File: config.mk
export PLATFORM = sky130hd
export DESIGN_NAME = otdub_ctrl
export DESIGN_NICKNAME = d
export VERILOG_FILES = /design/src/sv/otdub_pkg.sv /design/src/sv/otdub_ctrl.sv
export VERILOG_INCLUDE_DIRS = /design/src /design/src/sv
export SDC_FILE = /design/constraint.sdc
export NUM_CORES = 1
export LEC_CHECK = 0
export BUFFER_PORTS_ARGS = -buffer_cell sky130_fd_sc_hd__buf_2
export CAP_MARGIN = 20
export CORE_AREA = 2 2 39 41
export CTS_BUF_LIST = sky130_fd_sc_hd__clkbuf_2
export CTS_CLUSTER_DIAMETER = 50
export CTS_CLUSTER_SIZE = 25
export DETAILED_ROUTE_END_ITERATION = 8
export DIE_AREA = 0 0 41 43
export SLEW_MARGIN = 20
export SYNTH_ARGS = -nofsm -noshare
export SYNTH_HDL_FRONTEND = slang
export SYNTH_SLANG_ARGS = --single-unit
File: constraint.sdc
create_clock -name clk -period 1.29 [get_ports clk]
set_input_delay 0.0645 -clock clk [delete_from_list [all_inputs] [get_ports clk]]
set_output_delay 0.0645 -clock clk [all_outputs]
set_load 0.03 [all_outputs]
File: src/sv/ordered_table_delete_upper_bound_assert.svh
// Assertion macros shared by the modules of the ordered table block.
// Each macro takes a label, an antecedent, a consequent and a message.
`ifndef ORDERED_TABLE_DELETE_UPPER_BOUND_ASSERT_SVH
`define ORDERED_TABLE_DELETE_UPPER_BOUND_ASSERT_SVH

// The consequent must hold in the same cycle as the antecedent.
`define OTDUB_ASSERT_NOW(label, ante, cons, msg) \
  label: assert property (@(posedge clk) disable iff (rst) (ante) |-> (cons)) \
    else $error(msg);

// The consequent must hold in the cycle after the antecedent.
`define OTDUB_ASSERT_NEXT(label, ante, cons, msg) \
  label: assert property (@(posedge clk) disable iff (rst) (ante) |=> (cons)) \
    else $error(msg);

`endif

File: src/sv/otdub_pkg.sv
package otdub_pkg;

  localparam int CAPACITY = 1024;
  localparam int ADDR_W   = $clog2(CAPACITY);
  localparam int ID_W     = 11;
  localparam int VAL_W    = 32;
  localparam int OP_W     = 2;
  localparam int STAT_W   = 2;

  // Input tdata layout, lowest bit first.
  localparam int IN_ID_LSB  = 0;
  localparam int IN_VAL_LSB = IN_ID_LSB + ID_W;
  localparam int IN_KEY_LSB = IN_VAL_LSB + VAL_W;
  localparam int IN_BITS    = IN_KEY_LSB + VAL_W;
  localparam int IN_DATA_W  = ((IN_BITS + 7) / 8) * 8;
  localparam int OUT_DATA_W = ((ID_W + 7) / 8) * 8;

  localparam logic [OP_W-1:0] OP_INSERT       = 2'd0;
  localparam logic [OP_W-1:0] OP_REMOVE_QUERY = 2'd1;
  localparam logic [OP_W-1:0] OP_CLEAR        = 2'd2;

  localparam logic [STAT_W-1:0] ST_FOUND  = 2'd0;
  localparam logic [STAT_W-1:0] ST_NONE   = 2'd1;
  localparam logic [STAT_W-1:0] ST_ABSENT = 2'd2;

  // Commands from the controller to the datapath.
  typedef struct packed {
    logic load;        // capture id and key of the accepted transaction
    logic ins_write;   // write the accepted insert into the table
    logic clr_start;   // rewind the sweep counter for a clearing pass
    logic clr_write;   // clear the entry under the sweep counter
    logic del_write;   // clear the presence of the captured id
    logic scan_start;  // rewind the sweep counter and forget the best entry
    logic scan_read;   // read the entry under the sweep counter for the scan
    logic out_absent;  // load an absent-id result
    logic out_scan;    // load the result of the finished scan
  } cmd_t;

  // Status from the datapath to the controller.
  typedef struct packed {
    logic id_ok;     // captured id lies within the table
    logic hit;       // presence bit of the entry just read
    logic cnt_last;  // sweep counter is on the last entry
    logic out_free;  // output register can take a result this cycle
  } stat_t;

  function automatic logic id_in_range(input logic [ID_W-1:0] id);
    return (id != '0) && (id <= ID_W'(CAPACITY));
  endfunction

  function automatic logic [ADDR_W-1:0] id_to_addr(input logic [ID_W-1:0] id);
    logic [ID_W-1:0] t;
    t = id - ID_W'(1);
    return t[ADDR_W-1:0];
  endfunction

endpackage

File: src/sv/otdub_ctrl.sv
`include "ordered_table_delete_upper_bound_assert.svh"

module otdub_ctrl (
  input  logic                          clk,
  input  logic                          rst,
  input  logic                          s_tvalid,
  output logic                          s_tready,
  input  logic [otdub_pkg::OP_W-1:0]    s_tuser,   // opcode
  output otdub_pkg::cmd_t               cmd,
  input  otdub_pkg::stat_t              st
);

  localparam logic [2:0] S_IDLE   = 3'd0;
  localparam logic [2:0] S_CLEAR  = 3'd1;
  localparam logic [2:0] S_CHECK  = 3'd2;
  localparam logic [2:0] S_TEST   = 3'd3;
  localparam logic [2:0] S_SCAN   = 3'd4;
  localparam logic [2:0] S_DRAIN  = 3'd5;
  localparam logic [2:0] S_ABSENT = 3'd6;
  localparam logic [2:0] S_DONE   = 3'd7;

  logic [2:0] state;
  logic [2:0] state_next;
  logic       accept;

  assign s_tready = (state == S_IDLE);
  assign accept   = s_tvalid && s_tready;

  always_comb begin
    state_next = state;
    cmd        = '0;
    unique case (state)
      S_IDLE: begin
        if (accept) begin
          cmd.load = 1'b1;
          unique case (s_tuser)
            otdub_pkg::OP_INSERT: begin
              cmd.ins_write = 1'b1;
            end
            otdub_pkg::OP_REMOVE_QUERY: begin
              state_next = S_CHECK;
            end
            otdub_pkg::OP_CLEAR: begin
              cmd.clr_start = 1'b1;
              state_next    = S_CLEAR;
            end
            default: begin
            end
          endcase
        end
      end
      S_CLEAR: begin
        cmd.clr_write = 1'b1;
        if (st.cnt_last) begin
          state_next = S_IDLE;
        end
      end
      S_CHECK: begin
        state_next = st.id_ok ? S_TEST : S_ABSENT;
      end
      S_TEST: begin
        if (st.hit) begin
          cmd.del_write  = 1'b1;
          cmd.scan_start = 1'b1;
          state_next     = S_SCAN;
        end else begin
          state_next = S_ABSENT;
        end
      end
      S_SCAN: begin
        cmd.scan_read = 1'b1;
        if (st.cnt_last) begin
          state_next = S_DRAIN;
        end
      end
      S_DRAIN: begin
        state_next = S_DONE;
      end
      S_ABSENT: begin
        if (st.out_free) begin
          cmd.out_absent = 1'b1;
          state_next     = S_IDLE;
        end
      end
      S_DONE: begin
        if (st.out_free) begin
          cmd.out_scan = 1'b1;
          state_next   = S_IDLE;
        end
      end
      default: begin
        state_next = S_IDLE;
      end
    endcase
  end

  // Reset starts with a clearing pass over the whole table.
  always_ff @(posedge clk) begin
    if (rst) begin
      state <= S_CLEAR;
    end else begin
      state <= state_next;
    end
  end

  `OTDUB_ASSERT_NOW(a_del_only_present, cmd.del_write, st.hit && st.id_ok, "removal of absent entry")
  `OTDUB_ASSERT_NOW(a_load_when_free, cmd.out_absent || cmd.out_scan, st.out_free, "result overwritten")
  `OTDUB_ASSERT_NEXT(a_remove_checks, accept && (s_tuser == otdub_pkg::OP_REMOVE_QUERY), state == S_CHECK, "remove not checked")

endmodule

After elaboration in Yosys (flattened, before gate mapping)
Index checks and enable logic that the tools add are counted.

$add $sub $neg: 0. $mul: 0. Div/mod/pow operators: 0. Order comparisons: 0. Eq/ne operators: 14. Shift operators: 0. Mux-type cells: 19. Bitwise logic cells: 0. Reductions and logical operators: 5.

Operators by type and width (number): 3-bit 2-to-1 mux (7); 3-bit case mux with 7 select lines (1); 3-bit equality test, second input constant (4); 1-bit 2-to-1 mux (7); 3-bit by 2-bit equality test with 1-bit output, second input constant (2); 2-bit 2-to-1 mux (3); 3-bit case mux with 2 select lines (1); 5-bit AND reduction (1); 2-bit by 1-bit != test with 1-bit output, second input constant (2); 2-bit != test, second input constant (2); 3-bit by 1-bit equality test with 1-bit output, second input constant (1); 3-bit logical NOT (1); 3-bit by 1-bit != test with 1-bit output, second input constant (1); 2-bit by 1-bit equality test with 1-bit output, second input constant (1); 2-bit equality test, second input constant (1); 2-bit logical NOT (1); 2-bit OR reduction (1); 1-bit logical AND (1).

Register bits after elaboration: 3. Bits in latches: 0. Bits in writable memories: 0. ROM bits: 0. Output and inout bits: 10. Memories kept: 0.

Logic depth before layout (Yosys ltp)
Gate-level depths: netlist (run 1).

Word-level depth: 4. Depth in mapped cells: 5.

Worst setup path after synthesis (run 1)
OpenSTA, ideal clock, no wires.

Kind: register to output. Start: reg state[2]. End: out cmd[7] in the netlist's numbering. Arrival: 1.785 ns. Setup slack: -0.559 ns. Stages on the path, launching flop included: 5. Buffers on the path: 1. Path through: dfxtp_1 -> buf_4 -> nor3_2 -> nand2_1 -> nor3_1.

RTL lines: start: declaration (RTL line otdub_ctrl.sv:22) `logic [2:0] state;`; start signal: assignment (RTL line otdub_ctrl.sv:102) `state <= state_next;`; end: declaration (RTL line otdub_ctrl.sv:9) `output otdub_pkg::cmd_t cmd,`.

Worst setup path after layout (run 1)
Start: reg state[2]. End: reg state[1].

Longest elaborated chain between the ends: 4.

RTL lines (RTL line): 3-bit equality test / 3-bit logical NOT (equally long branches) (otdub_ctrl.sv:32, otdub_ctrl.sv:26); 2-bit OR reduction (no line) / 1-bit logical AND (equally long branches); 2-bit by 1-bit != test with 1-bit output (no line); 5-bit AND reduction (no line).

Several ways; a longest one is shown, not always the timed one. A chain may end at the register's enable or synchronous reset.

==> results of run 1 <==
[how the worst max path moves through the flow]
| stage | slack, ns | start | depth (start not counted) | end |
|---|---|---|---|---|
| floorplan | -0.05 | state[2] | 4 | cmd[7] |
| global placement | 0.007 | state[2] | 4 | state[0] |
| detailed placement | -0.01 | state[2] | 4 | state[0] |
| CTS | 0.01 | state[1] | 3 | cmd[6] |
| global route | -0.04 | state[2] | 4 | cmd[7] |
| finish | 0.03 | state[2] | 5 | state[1] |
[cells in the mapped netlist]
library cell,n
xnor2_1,1
a2bb2oi_1,1
dfxtp_1,3
buf_4,3
a311o_1,1
inv_1,2
o2111a_1,1
buf_6,1
nor2b_4,2
o211ai_1,1
nor2_1,8
nor3_1,2
mux2i_1,2
a21oi_2,1
a22oi_1,1
nor2b_1,1
o21ai_0,1
and2b_1,1
a21oi_1,1
and3_1,1
nor3_2,1
nand2_1,10
[metal layers]
layer | wire length (um) | share of wire | GRT usage
met1 | 392 | 0.40 | 0.141
met4 | 17 | 0.017 | 0.0600
met2 | 502 | 0.51 | 0.200
met5 | 0 | 0 | 0
met3 | 71 | 0.072 | 0.0471
[through the flow]
| stage | power (mW) | hold WS, ns |
|---|---|---|
| after global routing | 1.38 | 0.0558 |
| after detailed placement | 0.993 | 0.287 |
| after global placement | 0.988 | 0.286 |
| final | 1.29 | 0.0531 |
| after CTS | 1.20 | 0.0421 |
| after floorplan | 0.820 | 0.137 |
[critical path, cell delays in order, from the launching register on]
cell            delay (ns)
dfxtp_4               0.39
dlymetal6s2s_1        0.21
nor2_1                0.07
nand2_1               0.08
o211ai_1              0.13
o2111a_1              0.26
[timing repair]
action,4_1_cts,5_1_grt
resized for setup,6,10
endpoints found under the setup margin,11,9
gates cloned,0,0
buffers inserted,1,4
hold endpoints to repair,0,0
pin swaps,1,2
[report_power, final]
group / leakage (nW) / total [mW] / internal, mW / switching, mW
sequential: 0.0264 / 0.277 / 0.163 / 0.114
combinational: 0.255 / 0.876 / 0.428 / 0.448
clock: 0.0166 / 0.138 / 0.0818 / 0.0559
total: 0.298 / 1.29 / 0.673 / 0.618
[logic make-up after synthesis]
group           after synthesis  synth area share
xor+xnor                      1            0.0266
compound gates                8             0.194
mux                           2            0.0608
buf+inv                       6             0.125
flops                         3             0.183
simple gates                 26             0.411
[cell type report]
| class | instances | area, um^2 |
|---|---|---|
| Sequential cell | 3 | 71.3 |
| Tap cell | 16 | 20.0 |
| Multi-Input combinational cell | 37 | 251 |
| Fill cell | 144 | 825 |
| Clock buffer | 4 | 20.0 |
| Timing Repair Buffer | 28 | 189 |
| Inverter | 2 | 7.51 |
==> run metrics, run 1 <==
Core Util, Final 0.404; register area share after synthesis 0.183; most frequent cells in the layout buf_2 (12), buf_4 (11), nand2_1 (9); latest clock arrival within the worst-skew pair 0.21 ns; Initial Utilization 0.238; critical path arrival 1.36 ns; grt ovf 0; Hold Fails Final Rpt 0; Cells after Synth 46; vias post-DR 432; hold depth 2; global router's overall resource usage 0.127; Layout Skew 0.00124 ns; #FFs+latches synth 3; Largest Register state; Least-Margin Pin Slew 0.253 ns; CTS tree built; antenna violations before repair 0; Root Driver clkbuf_2; largest net degree at the start of global routing 10; # IOs 19; DR vias/cell 4.80; Synth Net Count 55; Leak Pwr 0.298 nW; Synth area leaders dfxtp_1 (18%), nand2_1 (11%), nor2_1 (9.1%); post-detailed-route count of antenna-violating nets 0; worst r2r path cells 5; Crit path required time 1.39 ns; type of the worst min-delay path in2reg; nets@finish 84; row count 14; fin crit share 0.978; PwrDens 2310 nW/um^2; Placed Instances 81; Min-Delay Endpoint state[2]; fin worst setup slack 0.0283 ns; chip width 41 um; Final Non-Filler Cells 90; Cell Area, Placed 464 um^2; PortBufs 18; Area Growth Syn to Fin 70.0%; CP Max Fanout 6; DP Wirelength 675 um; Max Clk Rate 793 MHz; result of the run complete, no violations; critical path class reg2reg; Final min period 1.26 ns; depth of the CTS H-tree 1; CTS Hold Bufs 0; vias in the first global route 388; Synth cell types 22; worst-case clock buffer depth 2; TritonRoute pass-1 iters 4; Startpoint Class flop; share of layout cells above drive strength 1 0.568; Max-Cap Viols 0; Largest regs state (3); clk sinks 3; post-synth top area share 0.183; WL final 982 um; global-route wire length before repair 1.50 mm; die area 1760 um^2; max_slew headroom 0.831; DR iter-0 viols 8; cts bufs inserted 3; CTS clk-pin slew, worst paths 0.05 ns; commonest non-fill, non-tap cell in the layout buf_2; Die Height 43 um; Post-Syn Area per Cell 7.15 um^2; endpoints failing setup 0; area leader, netlist dfxtp_1; post-place setup slack -0.00964 ns; synthesized cell area 329 um^2; Worst setup EP type flop; hold path start rst; Finished Cell Area 559 um^2; TNS Setup 0 ns; unrepaired setup endpoints after global routing true; Wirelength per Cell 10.9 um; core box area 1380 um^2; Worst R2R Start state[2]; diode count 0; routability-driven placement congestion ratio 0.905; Synth warnings 0; drc violations 0; number of flip-flops in the largest register 3; FF-to-FF setup slack 0.03 ns; Worst VDD drop 0.856 mV; max-slew violation count 0; Worst R2R End state[1]
Note: power is estimated with default switching activity, not from simulation.
==> run 2: changes to the inputs <==
--- a/config.mk
+++ b/config.mk
@@ -14,6 +14,7 @@
 export CTS_CLUSTER_SIZE = 25
 export DETAILED_ROUTE_END_ITERATION = 8
 export DIE_AREA = 0 0 41 43
+export PLACE_DENSITY = 0.54
 export SLEW_MARGIN = 20
 export SYNTH_ARGS = -nofsm -noshare
 export SYNTH_HDL_FRONTEND = slang
==> run metrics, run 2 (synthesis results as in run 1) <==
result of the run complete, no violations; most frequent cells in the layout buf_2 (15), nand2_1 (9), buf_4 (9); CTS Hold Bufs 0; Max-Cap Viols 0; die area 1760 um^2; Die Height 43 um; # IOs 19; largest net degree at the start of global routing 9; grt ovf 0; max_slew headroom 0.821; post-detailed-route count of antenna-violating nets 0; DP Wirelength 716 um; unrepaired setup endpoints after global routing true; CP Max Fanout 8; clk sinks 3; critical path arrival 1.17 ns; depth of the CTS H-tree 1; Largest Register state; Hold Fails Final Rpt 0; nets@finish 81; critical path class reg2out; Max Clk Rate 809 MHz; post-place setup slack -0.00946 ns; PwrDens 2290 nW/um^2; DR vias/cell 4.43; vias in the first global route 354; global router's overall resource usage 0.120; share of layout cells above drive strength 1 0.563; number of flip-flops in the largest register 3; Placed Instances 82; drc violations 0; PortBufs 18; latest clock arrival within the worst-skew pair 0.20 ns; Area Growth Syn to Fin 59.3%; DR iter-0 viols 1; worst-case clock buffer depth 2; diode count 0; Core Util, Final 0.379; Worst setup EP type output pin; filler cell count 157; global-route wire length before repair 1.40 mm; Least-Margin Pin Slew 0.268 ns; CTS tree built; Finished Cell Area 524 um^2; Leak Pwr 0.269 nW; Root Driver clkbuf_2; fin crit share 0.958; Largest regs state (3); vias post-DR 385; Startpoint Class flop; type of the worst min-delay path in2reg; row count 14; endpoints failing setup 0; TritonRoute pass-1 iters 2; chip width 41 um; routability-driven placement congestion ratio 0.792; Crit path required time 1.23 ns; commonest non-fill, non-tap cell in the layout buf_2; antenna violations before repair 0; CTS clk-pin slew, worst paths 0.04 ns; core box area 1380 um^2; Worst VDD drop 0.904 mV; Layout Skew 0.00439 ns; Cell Area, Placed 472 um^2; Initial Utilization 0.238; fin worst setup slack 0.0545 ns; Wirelength per Cell 9.85 um; max-slew violation count 0; Final Non-Filler Cells 87; WL final 857 um; Final min period 1.24 ns; cts bufs inserted 3
==> run 2: what timing repair did <==
action	4_1_cts	5_1_grt
setup endpoints to repair	10	8
pin swaps	1	2
setup buffers	1	0
resized for setup	6	6
==> run 2: where the power goes <==
part | total (mW) | switching [mW] | internal (mW)
combinational | 0.793 | 0.419 | 0.374
clock | 0.129 | 0.0470 | 0.0818
sequential | 0.280 | 0.116 | 0.163
total | 1.20 | 0.583 | 0.619
==> run 2: metal layers <==
metal,share of wire,vias up,track usage,wire length (um)
met1,0.44,165,0.132,374
met2,0.48,17,0.188,410
met3,0.085,0,0.0628,73
met5,0,-,0,0
li1,-,203,-,-
met4,0,0,0.0400,0
==> run 2: area by class of cell <==
cell class                 instances  area, um^2  share of cell area
sequential                         3        71.3               0.136
timing repair buffer              25         154               0.294
inverter                           2        7.51              0.0143
clock buffer                       4        20.0              0.0382
multi-input combinational         37         251               0.480
tap                               16        20.0              0.0382
==> run 2: worst paths after layout <==
| path | start | end | slack [ns] | cells past startpoint |
|---|---|---|---|---|
| setup / recovery | state[0] | cmd[7] | 0.05 | 4 |
| hold / removal | rst | state[2] | 0.09 | 2 |
| setup reg to reg | state[1] | state[0] | 0.11 | 4 |
| hold reg to reg | state[2] | state[2] | 0.68 | 3 |
==> run 2: through the flow <==
step	TNS (ns)	power (mW)	hold slack [ns]
detailed placement	-0.00946	0.995	0.296
global route	-0.0193	1.31	0.0824
finish	0	1.20	0.0859
global placement	-0.00189	0.992	0.300
floorplan	-0.0546	0.820	0.137
CTS	0	1.18	0.0769
==> run 2: worst max-delay path: stages, from the launching register on <==
cell and delay, ns:
dfxtp_4 0.37, nor3_4 0.23, nand2_2 0.10, nor3_4 0.12
buf_6 0.15
